[config.mk]
export PLATFORM = sky130hd
export DESIGN_NAME = rep_cordic
export DESIGN_NICKNAME = d
export VERILOG_FILES = /design/src/rep_pkg.sv /design/src/rep_cordic.sv
export SDC_FILE = /design/constraint.sdc
export NUM_CORES = 1
export LEC_CHECK = 0
export BUFFER_PORTS_ARGS = -buffer_cell sky130_fd_sc_hd__clkbuf_2
export CAP_MARGIN = 20
export CORE_MARGIN = 5
export CORE_UTILIZATION = 55
export DETAILED_ROUTE_END_ITERATION = 8
export MAX_ROUTING_LAYER = met4
export PLACE_DENSITY = 0.7
export SLEW_MARGIN = 15
export SYNTH_ARGS = -nofsm -noshare
export SYNTH_HDL_FRONTEND = slang
export SYNTH_SLANG_ARGS = --single-unit
export TNS_END_PERCENT = 20
[constraint.sdc]
create_clock -name clk -period 6.7 [get_ports clk]
set_input_delay 0.335 -clock clk [delete_from_list [all_inputs] [get_ports clk]]
set_output_delay 0.335 -clock clk [all_outputs]
set_load 0.02 [all_outputs]
[src/rep_pkg.sv]
// ----------------------------------------------------------------------------
// rep_pkg: shared constants for the ellipse polygon vertex generator
// Holds the CORDIC table, the gain start value, the per-count angle step
// table and the widths of the datapath.
// ----------------------------------------------------------------------------
package rep_pkg;

  // Largest vertex count a request may ask for.
  localparam int MaxVertexCount = 63;

  // CORDIC settings.
  localparam int CordicSteps = 24;
  localparam int CordicW = 34;
  localparam logic signed [CordicW-1:0] CordicGain = 34'sd652032874;

  typedef logic [4:0] cstep_t;
  typedef logic signed [31:0] angle_t;

  // Arctangent of 2^-i in units of 2^32 per turn.
  function automatic angle_t atan_of(input cstep_t i);
    angle_t v;
    begin
      case (i)
        5'd0: v = 32'sd536870912;
        5'd1: v = 32'sd316933406;
        5'd2: v = 32'sd167458907;
        5'd3: v = 32'sd85004756;
        5'd4: v = 32'sd42667331;
        5'd5: v = 32'sd21354465;
        5'd6: v = 32'sd10679838;
        5'd7: v = 32'sd5340245;
        5'd8: v = 32'sd2670163;
        5'd9: v = 32'sd1335087;
        5'd10: v = 32'sd667544;
        5'd11: v = 32'sd333772;
        5'd12: v = 32'sd166886;
        5'd13: v = 32'sd83443;
        5'd14: v = 32'sd41722;
        5'd15: v = 32'sd20861;
        5'd16: v = 32'sd10430;
        5'd17: v = 32'sd5215;
        5'd18: v = 32'sd2608;
        5'd19: v = 32'sd1304;
        5'd20: v = 32'sd652;
        5'd21: v = 32'sd326;
        5'd22: v = 32'sd163;
        5'd23: v = 32'sd81;
        default: v = 32'sd0;
      endcase
      return v;
    end
  endfunction

  // One full turn in units of 2^32 per turn.
  localparam longint unsigned OneTurn = 64'h1_0000_0000;

  // Angle step per vertex: one full turn divided by the count, as a
  // constant table. A count of one wraps to a zero step.
  typedef logic [31:0] step_tab_t [0:63];

  localparam step_tab_t StepTab = '{
    32'd0,               32'(OneTurn / 1),    32'(OneTurn / 2),    32'(OneTurn / 3),
    32'(OneTurn / 4),    32'(OneTurn / 5),    32'(OneTurn / 6),    32'(OneTurn / 7),
    32'(OneTurn / 8),    32'(OneTurn / 9),    32'(OneTurn / 10),   32'(OneTurn / 11),
    32'(OneTurn / 12),   32'(OneTurn / 13),   32'(OneTurn / 14),   32'(OneTurn / 15),
    32'(OneTurn / 16),   32'(OneTurn / 17),   32'(OneTurn / 18),   32'(OneTurn / 19),
    32'(OneTurn / 20),   32'(OneTurn / 21),   32'(OneTurn / 22),   32'(OneTurn / 23),
    32'(OneTurn / 24),   32'(OneTurn / 25),   32'(OneTurn / 26),   32'(OneTurn / 27),
    32'(OneTurn / 28),   32'(OneTurn / 29),   32'(OneTurn / 30),   32'(OneTurn / 31),
    32'(OneTurn / 32),   32'(OneTurn / 33),   32'(OneTurn / 34),   32'(OneTurn / 35),
    32'(OneTurn / 36),   32'(OneTurn / 37),   32'(OneTurn / 38),   32'(OneTurn / 39),
    32'(OneTurn / 40),   32'(OneTurn / 41),   32'(OneTurn / 42),   32'(OneTurn / 43),
    32'(OneTurn / 44),   32'(OneTurn / 45),   32'(OneTurn / 46),   32'(OneTurn / 47),
    32'(OneTurn / 48),   32'(OneTurn / 49),   32'(OneTurn / 50),   32'(OneTurn / 51),
    32'(OneTurn / 52),   32'(OneTurn / 53),   32'(OneTurn / 54),   32'(OneTurn / 55),
    32'(OneTurn / 56),   32'(OneTurn / 57),   32'(OneTurn / 58),   32'(OneTurn / 59),
    32'(OneTurn / 60),   32'(OneTurn / 61),   32'(OneTurn / 62),   32'(OneTurn / 63)
  };

endpackage

[src/rep_cordic.sv]
// ----------------------------------------------------------------------------
// rep_cordic: iterative sine and cosine unit
// One CORDIC micro-rotation per cycle, with the quadrant folded back in
// from the top two angle bits.
// ----------------------------------------------------------------------------
module rep_cordic (
  input  logic clk,
  input  logic rst_n,
  input  logic start,
  input  logic [15:0] ang,
  output logic done,
  output logic signed [rep_pkg::CordicW-1:0] cos_o,
  output logic signed [rep_pkg::CordicW-1:0] sin_o
);

  logic signed [rep_pkg::CordicW-1:0] x_r, y_r;
  logic signed [31:0] z_r;
  logic [1:0] q_r;
  logic [4:0] it_r;
  logic busy_r, done_r;
  logic signed [rep_pkg::CordicW-1:0] dx, dy;

  // Shifted terms for the current micro-rotation.
  assign dx = y_r >>> it_r;
  assign dy = x_r >>> it_r;

  // Control: iteration counter and done pulse.
  always_ff @(posedge clk) begin
    if (!rst_n) begin
      busy_r <= 1'b0;
      done_r <= 1'b0;
      it_r <= '0;
    end else begin
      done_r <= 1'b0;
      if (start) begin
        busy_r <= 1'b1;
        it_r <= '0;
      end else if (busy_r) begin
        if (it_r == 5'(rep_pkg::CordicSteps - 1)) begin
          busy_r <= 1'b0;
          done_r <= 1'b1;
        end
        it_r <= it_r + 5'd1;
      end
    end
  end

  // Datapath: rotate toward zero residual angle.
  always_ff @(posedge clk) begin
    if (start) begin
      x_r <= rep_pkg::CordicGain;
      y_r <= '0;
      z_r <= signed'({2'b00, ang[13:0], 16'b0});
      q_r <= ang[15:14];
    end else if (busy_r) begin
      if (z_r >= 0) begin
        x_r <= x_r - dx;
        y_r <= y_r + dy;
        z_r <= z_r - rep_pkg::atan_of(it_r);
      end else begin
        x_r <= x_r + dx;
        y_r <= y_r - dy;
        z_r <= z_r + rep_pkg::atan_of(it_r);
      end
    end
  end

  // Quadrant correction.
  always_comb begin
    case (q_r)
      2'd0: begin cos_o = x_r; sin_o = y_r; end
      2'd1: begin cos_o = -y_r; sin_o = x_r; end
      2'd2: begin cos_o = -x_r; sin_o = -y_r; end
      default: begin cos_o = y_r; sin_o = -x_r; end
    endcase
  end

  assign done = done_r;

endmodule

; Word level (Yosys, flattened, before mapping)
; Memory sizes are Yosys's and may differ from the RTL's. A register that Yosys moved wholly into a read port is not among the register bits.
; Index checks and enable logic that the tools add are counted.
[op_classes]
addsub = 9
order_cmp = 1
eq_ne = 3
shift = 2
muxes = 21
bitwise_logic = 2
reduce_logical = 4
[ops]
columns = op, count
row1 = two-way mux 32 bit, 7
row2 = one-hot mux 34 bit (3 select lines), 2
row3 = adder 34 bit, 2
row4 = two-way mux 34 bit, 2
row5 = negation 34 bit, 2
row6 = >>> shifter 34 x 5 -> 34 bit, 2
row7 = subtractor 34 bit, 2
row8 = two-way mux 30 bit, 2
row9 = adder 32 bit, 1
row10 = "greater-or-equal comparator 32 x 1 -> 1 bit, second input constant", 1
row11 = subtractor 32 bit, 1
row12 = two-way mux 5 bit, 4
row13 = "adder 5 x 1 -> 5 bit, second input constant", 1
row14 = "equality test 5 bit, second input constant", 1
row15 = two-way mux 1 bit, 4
row16 = OR reduction 3 bit, 1
row17 = "equality test 2 x 1 -> 1 bit, second input constant", 1
row18 = "equality test 2 bit, second input constant", 1
row19 = zero test 2 bit, 1
row20 = inverter 1 bit, 2
row21 = nonzero test 2 bit, 1
row22 = OR reduction 2 bit, 1
[word_totals]
register_bits = 109
romBits = 1920
input_bits = 19
n_memories = 2
[memory_table]
columns = name, words, word_bits, read_ports, rd_clocked_by_memory_dff, write_ports, line
row1 = (no name shown), 32, 30, 1, 1, 0, rep_pkg.sv:23  ; case (i)
row2 = (no name shown), 32, 30, 1, 1, 0, rep_pkg.sv:23

; Logic depth before layout (Yosys ltp)
; Gate-level depths: netlist of run 1.
[logic_depth]
ltp_word = 8
ltp_mapped = 30

; Worst setup path before layout of run 1
; OpenSTA, ideal clock, no wires.
[synth_path]
kind = register -> register
from = register it_r[0]
to = register y_r[33] (netlist bit)
setup_time_ns = 0.070
arrival_time_ns = 6.144
t_required_ns = 6.630
slack_ns = 0.486
stages_incl_launch_ff = 29
period_less_slack_ns = 6.214
path_cell_list = dfxtp_1 -> buf_2 -> buf_6 -> buf_6 -> buf_6 -> buf_6 -> buf_6 -> buf_2 -> buf_1 -> mux4_2 -> a22oi_1 -> o211a_1 -> ha_1 -> nand4_1 -> o21ai_0 -> xnor2_1 -> ha_1 -> clkbuf_1 -> a211oi_1 -> o21bai_1 -> a211oi_1 -> o21ai_0 -> a221oi_1 -> o31a_1 -> o211ai_1 -> a311oi_1 -> xor2_1 -> or3_1 -> a21oi_1
[synth_between]
elab_chain_len = 3
word_cells_on_any_way = 4
cone_classes = add/sub: 2 / shift: 1 / mux: 1
[synth_lines]
columns = element, line
row1 = start: declaration, rep_cordic.sv:19  ; logic [4:0] it_r;
row2 = start signal: assignment, rep_cordic.sv:43  ; it_r <= it_r + 5'd1;
row3 = >>> shifter 34 x 5 -> 34 bit (*), rep_cordic.sv:25  ; assign dy = x_r >>> it_r;
row4 = subtractor 34 bit or adder 34 bit (tied branches), "rep_cordic.sv:62, rep_cordic.sv:58"
row5 = two-way mux 34 bit (*), rep_cordic.sv:56  ; if (z_r >= 0) begin
row6 = end signal: assignment, rep_cordic.sv:58  ; y_r <= y_r + dy;
row7 = end signal: assignment, rep_cordic.sv:62  ; y_r <= y_r - dy;
row8 = end: declaration, rep_cordic.sv:16  ; logic signed [rep_pkg::CordicW-1:0] x_r, y_r;
; Mark *: on every way between the ends. The rest lies on a longest branch, timed or not.
; A chain may end at the register's enable or synchronous reset.

; Worst setup path after layout of run 1
[layout_path]
from = register it_r[1]
to = register y_r[33] (netlist bit)
; The elaborated chain is that of the path after synthesis.

==> results of run 1 <==
-- cell type report --
cell class | count | share of cell area (%)
Multi-Input combinational cell | 2027 | 72.9
Clock buffer | 19 | 2.35
Sequential cell | 139 | 14.6
Clock inverter | 13 | 0.680
Inverter | 58 | 1.08
Timing Repair Buffer | 167 | 5.57
Tap cell | 448 | 2.77
-- layout by cell type, fill, tap and decap left out, types with 42 or more instances in the layout --
cell | netlist | routed
nor2_1 | 240 | 240
nand2_1 | 236 | 236
o21ai_0 | 176 | 176
a21oi_1 | 161 | 161
xnor2_1 | 148 | 148
dfxtp_1 | 123 | 117
ha_1 | 110 | 110
xor2_1 | 109 | 109
clkbuf_2 | 0 | 86
mux4_2 | 83 | 83
buf_4 | 1 | 74
mux2i_1 | 62 | 60
a21o_1 | 53 | 53
inv_1 | 52 | 52
nor3_1 | 51 | 50
or3_1 | 45 | 45
nand3_1 | 42 | 42
-- stage by stage --
| step | hold slack, ns | worst slack, ns | utilization [%] |
|---|---|---|---|
| after floorplan | 0.432 | 0.486 | - |
| after global placement | 0.448 | -0.0358 | 58.1 |
| after detailed placement | 0.462 | -0.125 | 58.1 |
| after CTS | 0.0470 | 0.00753 | 59.9 |
| after global routing | 0.0561 | 0.00331 | 60.3 |
| final | 0.0534 | 0.369 | 60.3 |
-- power by group --
part,total (W),switching (W),internal (W)
clock network,0.00102,0.000474,0.000541
logic,0.00699,0.00396,0.00303
registers,0.00160,0.000549,0.00105
total,0.00960,0.00498,0.00462
-- kinds of logic (layout without fill, tap and decap cells) --
logic type / Yosys count / in the layout
XOR/XNOR: 257 / 257
AND/OR/NAND/NOR: 772 / 772
flip-flops: 139 / 139
buffers and inverters: 229 / 257
AO/OA/AOI/OAI: 697 / 697
multiplexers: 187 / 187
adder cells (fa/ha/maj): 114 / 114
-- worst paths after layout --
path | cells after the start | to | from | slack (ns)
worst max-delay path | 21 | y_r[33] | it_r[1] | 0.37
worst min-delay path | 1 | q_r[1] | ang[15] | 0.05
worst max register to register | 21 | y_r[33] | it_r[1] | 0.37
worst min register to register | 2 | z_r[12] | z_r[12] | 0.48
-- what timing repair did --
item                                    4_1_cts  5_1_grt
setup buffers                                 0        4
endpoints found under the setup margin        5       12
resized for setup                             2        5
-- worst max-delay path, cell delays in order, from the launching register on --
cell and delay, ns:
dfxtp_4 0.53, mux4_2 0.61, mux2_1 0.41, mux2i_2 0.44, o21ai_2 0.15, or4_4 0.57, or4_1 0.53, or3_4 0.38
mux2i_1 0.16, o22ai_1 0.10, ha_1 0.33, a21o_1 0.18, a21oi_1 0.15, inv_1 0.05, a221oi_1 0.31, buf_4 0.19
o31a_1 0.15, o211ai_1 0.14, a311oi_1 0.29, xor2_1 0.11, or3_1 0.31, a21oi_1 0.13
-- metal layers --
layer / wire length (um) / part of all wire (%)
met1: 25600 / 39
met2: 31300 / 48
met3: 5090 / 7.8
met4: 3240 / 5.0
met5: 0 / 0
-- Yosys cell counts, types with 10 or more instances --
master | number | area [sq um]
dfxtp_1 | 123 | 2460
mux4_2 | 83 | 1870
edfxtp_1 | 16 | 480
a21o_1 | 53 | 398
nor2_1 | 240 | 901
o22ai_1 | 10 | 62.6
nand3_1 | 42 | 210
or3_1 | 45 | 282
nand4_1 | 15 | 93.8
inv_1 | 52 | 195
o21a_1 | 19 | 143
buf_2 | 12 | 60.1
a211oi_1 | 28 | 210
xnor2_1 | 148 | 1300
buf_1 | 25 | 93.8
a211o_1 | 12 | 105
o21bai_1 | 23 | 173
o31ai_1 | 34 | 255
nand2b_1 | 28 | 175
a31oi_1 | 20 | 125
nor3_1 | 51 | 255
and3_1 | 13 | 81.3
clkbuf_1 | 120 | 450
ha_1 | 110 | 1380
a21oi_1 | 161 | 806
a22oi_1 | 11 | 82.6
or2_2 | 17 | 106
nand2_1 | 236 | 886
nor2b_1 | 22 | 138
mux2i_1 | 62 | 621
o21ai_1 | 29 | 145
or4_1 | 15 | 113
mux2_2 | 28 | 315
xor2_1 | 109 | 955
o21ai_0 | 176 | 881
mux2_1 | 11 | 124
o211ai_1 | 19 | 143
and2_1 | 11 | 68.8
==> metrics.md, run 1 <==
| Metric | Value |
|---|---|
| Status | complete, no violations |
| Initial DRC count | 1869 |
| Number of flops mapped to enable cells by yosys | 16 |
| H-tree levels | 4 |
| Synth Area in Simple Gates | 19.3% |
| Routing usage on met1 | 40.8% |
| Hold Buf Count CTS | 0 |
| Yosys warning count | 0 |
| Initial antenna violation count | 0 |
| Total wire length | 65.2 mm |
| CTS clock-pin slew for the worst setup and hold paths | 0.08 ns |
| Layout Skew | 0.0154 ns |
| DR vias | 18855 |
| Gate Count Post-Synth | 2395 |
| Final Setup Violations | 0 |
| CP max FO | 12 |
| RD Place Congestion | 0.991 |
| Crit share post-route | 94.5% |
| Avg Cell Area, Syn | 7.80 sq um |
| Ports | 88 |
| XOR/XNOR Fraction of Synth Area | 12.1% |
| Die ar. | 37700 sq um |
| Die W | 194 um |
| Placed cell areas | 19500 sq um |
| DRC violations left | 0 |
| Placed cells | 2834 |
| Ant diodes | 0 |
| Worst slew margin | 36.2% |
| CTS tree | built |
| Global-route wire length before repair | 100 mm |
| Setup TNS | 0 ns |
| Layout Cells excl Fill | 2871 |
| Area delta synth->final | 8.32% |
| Max VDD drop | 0.000305 V |
| Starting Density | 55.7% |
| Hold Vio Cnt, Final | 0 |
| # rows | 67 |
| Filler cells | 3106 |
| Fin crit period | 6.33 ns |
| Combinational family with the most area after synthesis | compound AO/OA/AOI/OAI gates |
| Clock root buffer | clkbuf_16 |
| Finished Cell Area | 20200 sq um |
| Total core area | 33500 sq um |
| Via density | 6.57 |
| CTS max path bufs | 2 |
| Multi-input logic area | 14700 sq um |
| Clock tree sinks | 139 |
| Number of buffers created by CTS | 17 |
| Tightest Pin Transition | 0.951 ns |
| Drt first pass iters | 7 |
| Crit start category | flip-flop |
| Async set-reset flop share out of synthesis | 0% |
| Top FF cell, synth | dfxtp_1 |
| Vias in the first global route | 18141 |
| Largest net degree at the start of global routing | 95 |
| P per Cell Area | 475 nW/um^2 |
| Synthesized net count | 2527 |
| GR Util met3 | 4.22% |
| Seq. cell area | 2960 sq um |
| Buffers added on ports | 87 |
| Adder and majority cell fraction of the synthesized area | 7.75% |
| Synth Area in Compound Gates | 23.9% |
| Clock Latency Late Sink | 0.45 ns |
| Post-DP HPWL | 49.1 mm |
| Mux share of post-synthesis cell area | 15.9% |
| DR WL/cell | 22.7 um |
| Die Ht | 194 um |
| Leakage power total | 8.12 nW |
| Max Clk Rate | 158 MHz |
| Worst hold path type | in2reg |
| Grt ovf | 0 |
| Met2 Track Usage GR | 56.5% |
| WP data arrival | 6.72 ns |
| Number of routed nets with antenna violations | 0 |
| Fin. max-slew vios | 0 |
| Layout cell share with drive strength beyond 1 | 14.8% |
| Synth unique cells | 94 |
| Number of synthesized register bits | 139 |
| Layout Nets | 2542 |
| Overall Global Routing Usage | 33.7% |
| Mapped cell area | 18700 sq um |
| CP endpoint kind | flip-flop |
| Critical Path RT | 7.09 ns |
| RSZ-0062 raised after global routing | false |
| CP Class | reg2reg |
| Register area share after synthesis | 15.8% |
| Max Cap Violations | 0 |
| Global route hottest layer | met2 |
| Design Power | 0.00960 W |
No activity file was read; power rests on OpenSTA's default activity.
==> inputs of run 2 (changes only) <==
--- a/config.mk
+++ b/config.mk
@@ -8,10 +8,10 @@
 export BUFFER_PORTS_ARGS = -buffer_cell sky130_fd_sc_hd__clkbuf_2
 export CAP_MARGIN = 20
 export CORE_MARGIN = 5
-export CORE_UTILIZATION = 55
+export CORE_UTILIZATION = 40
 export DETAILED_ROUTE_END_ITERATION = 8
 export MAX_ROUTING_LAYER = met4
-export PLACE_DENSITY = 0.7
+export PLACE_DENSITY = 0.53
 export SLEW_MARGIN = 15
 export SYNTH_ARGS = -nofsm -noshare
 export SYNTH_HDL_FRONTEND = slang
==> metrics.md, run 2 (same netlist as run 1, synthesis figures left out) <==
| Metric | Value |
|---|---|
| Status | complete, no violations |
| Finished Cell Area | 20400 sq um (+1.1%) |
| Die Ht | 226 um (+16%) |
| Crit start category | flip-flop |
| Hold Buf Count CTS | 0 (unchanged) |
| Placed cell areas | 19800 sq um (+1.7%) |
| RD Place Congestion | 0.971 (-2.0%) |
| Sw power | 0.00491 W (-1.4%) |
| Layout Cells excl Fill | 3040 (+5.9%) |
| Crit path largest cell delay | 0.62 ns (about the same) |
| Layout Skew | 0.0124 ns (-0.00297 ns) |
| Clock Latency Late Sink | 0.46 ns (about the same) |
| CP Class | reg2reg |
| Drt first pass iters | 5 (-2) |
| CP max FO | 12 (unchanged) |
| DR WL/cell | 21.9 um (-3.5%) |
| Ports | 88 (unchanged) |
| Starting Density | 40.3% (-15 points) |
| Critical-path cell list | buf_8 > mux4_2 > mux4_2 > a221o_1 > inv_2 > ha_1 > nor2b_1 > nand2_1 > o21ai_0 > xor2_1 > ha_1 > and3_1 > nand3_1 > a2111oi_0 > buf_4 > o21ai_0 > a21oi_1 > a211oi_1 > or3_1 > nand3_1 > mux2_1 |
| DR vias | 18452 (-2.1%) |
| Hold Vio Cnt, Final | 0 (unchanged) |
| Overall Global Routing Usage | 26.1% (-7.7 points) |
| Critical Path RT | 7.05 ns (-0.04 ns) |
| Most frequent cells in the layout | 240 x nor2_1, 236 x nand2_1, 176 x o21ai_0 |
| Clock power share | 10.2% (-0.4 points) |
| Grt ovf | 0 (unchanged) |
| Max Cap Violations | 0 (unchanged) |
| Slowest cell on the critical path | a2111oi_0 |
| Number of buffers created by CTS | 17 (unchanged) |
| Clock root buffer | clkbuf_16 |
| Pint | 0.00462 W (about the same) |
| Total wire length | 66.6 mm (+2.2%) |
| CTS max path bufs | 2 (unchanged) |
| Fin. max-slew vios | 0 (unchanged) |
| Area delta synth->final | 9.49% |
| Vias in the first global route | 17854 (-1.6%) |
| CTS clock-pin slew for the worst setup and hold paths | 0.07 ns (about the same) |
| WHS | 0.0505 ns (-0.00294 ns) |
| Die ar. | 51100 sq um (+35%) |
| Largest net degree at the start of global routing | 95 (unchanged) |
| # rows | 79 (+18%) |
| Worst hold path type | in2reg |
| H-tree levels | 4 (unchanged) |
| Switching Fraction | 51.5% (-0.35 points) |
| Number of routed nets with antenna violations | 0 (unchanged) |
| P per Cell Area | 466 nW/um^2 (-1.8%) |
| WP data arrival | 6.75 ns (+0.03 ns) |
| Post-DP HPWL | 51.5 mm (+4.9%) |
| Fin crit period | 6.39 ns (+0.0638 ns) |
| Final Setup Violations | 0 (unchanged) |
| Buffers added on ports | 87 (unchanged) |
| Initial DRC count | 1285 (-31%) |
| Worst slew margin | 37.9% (+1.6 points) |
| Leakage power total | 8.16 nW (+0.48%) |
| Global-route wire length before repair | 102 mm (+1.6%) |
| Tightest Pin Transition | 0.927 ns (-0.0245 ns) |
| Layout Nets | 2551 (+0.35%) |
| Via density | 6.07 (-7.6%) |
| Max VDD drop | 0.000228 V (-25%) |
| Total core area | 46400 sq um (+38%) |
| Crit share post-route | 95.4% (+0.95 points) |
| CP endpoint kind | flip-flop |
| DRC violations left | 0 (unchanged) |
| CTS tree | built |
| Initial antenna violation count | 0 (unchanged) |
| Logic pwr share | 73.6% (+0.8 points) |
| Design Power | 0.00953 W (-0.72%) |
| Clock tree sinks | 139 (unchanged) |
| Max Clk Rate | 156 MHz (-1.0%) |
| Commonest non-fill, non-tap cell in the layout | nor2_1 |
| Sequential power share | 16.2% (-0.4 points) |
| Layout cell share with drive strength beyond 1 | 15.0% (+0.15 points) |
| Die W | 226 um (+16%) |
| Placed cells | 3004 (+6.0%) |
run 2: cell count changes in the layout (fill, tap and decap cells not counted), moves of 2 or more:
cell and delta:
buf_4 +8, clkbuf_16 -2, clkinv_8 -2, inv_4 +2
inv_6 -2, mux2i_1 +2, mux2i_2 -2
run 2: worst max-delay path, delay by kind of cell, from the launching register on:
kind,cells,cell delay [ns]
DFF,1,0.55
muxes,3,1.46
adders and majority gates,2,0.56
AOI/OAI and AO/OA,6,1.86
xor gates and xnor gates,1,0.11
and+or+nand+nor,6,1.23
buffers and inverters,3,0.51
run 2: area by class of cell:
type                            instances  area, sq um
Clock buffer                           19          443
Antenna cell                            1         2.50
Clock inverter                         13          133
Multi-Input combinational cell       2027        14700
Inverter                               58          218
Tap cell                              607          759
Timing Repair Buffer                  176         1190
Fill cell                            4796        25900
Sequential cell                       139         2960
run 2: path summary, 6_finish.rpt:
| check | cells after the start | to | from | slack [ns] |
|---|---|---|---|---|
| max | 21 | x_r[33] | it_r[1] | 0.31 |
| min | 1 | q_r[0] | ang[14] | 0.05 |
| max reg2reg | 21 | x_r[33] | it_r[1] | 0.31 |
| min reg2reg | 2 | z_r[9] | z_r[9] | 0.46 |
run 2: through the flow:
step / worst slack, ns / TNS (ns) / utilization (%)
after floorplan: 0.486 / 0 / -
after global placement: 0.158 / 0 / 42.7
after detailed placement: 0.0801 / 0 / 42.7
after CTS: 0.0783 / 0 / 44.0
after global routing: -0.00421 / -0.00421 / 44.1
final: 0.305 / 0 / 44.1
run 2: power by group through the flow:
stage | Sequential, W | Clock [W] | Combinational, W
final | 0.00155 | 0.000969 | 0.00702
after CTS | 0.00153 | 0.000997 | 0.00700
after global placement | 0.00155 | 0 | 0.00690
after global routing | 0.00157 | 0.00103 | 0.00777
after detailed placement | 0.00155 | 0 | 0.00696
after floorplan | 0.00120 | 0 | 0.00551
run 2: metal layers:
layer	vias to the layer above	part of all wire (%)	GRT usage [%]
met3	141	4.6	2.83
met4	0	4.0	9.51
met5	-	0	-
li1	8846	-	-
met2	563	49	44.5
met1	8902	43	32.0
run 2: repair_timing:
action                                 in CTS  in global routing
setup endpoints to repair                   0                  9
endpoints found under the hold margin       0                  0
gates resized for setup                     0                  2
buffers inserted                            0                  3
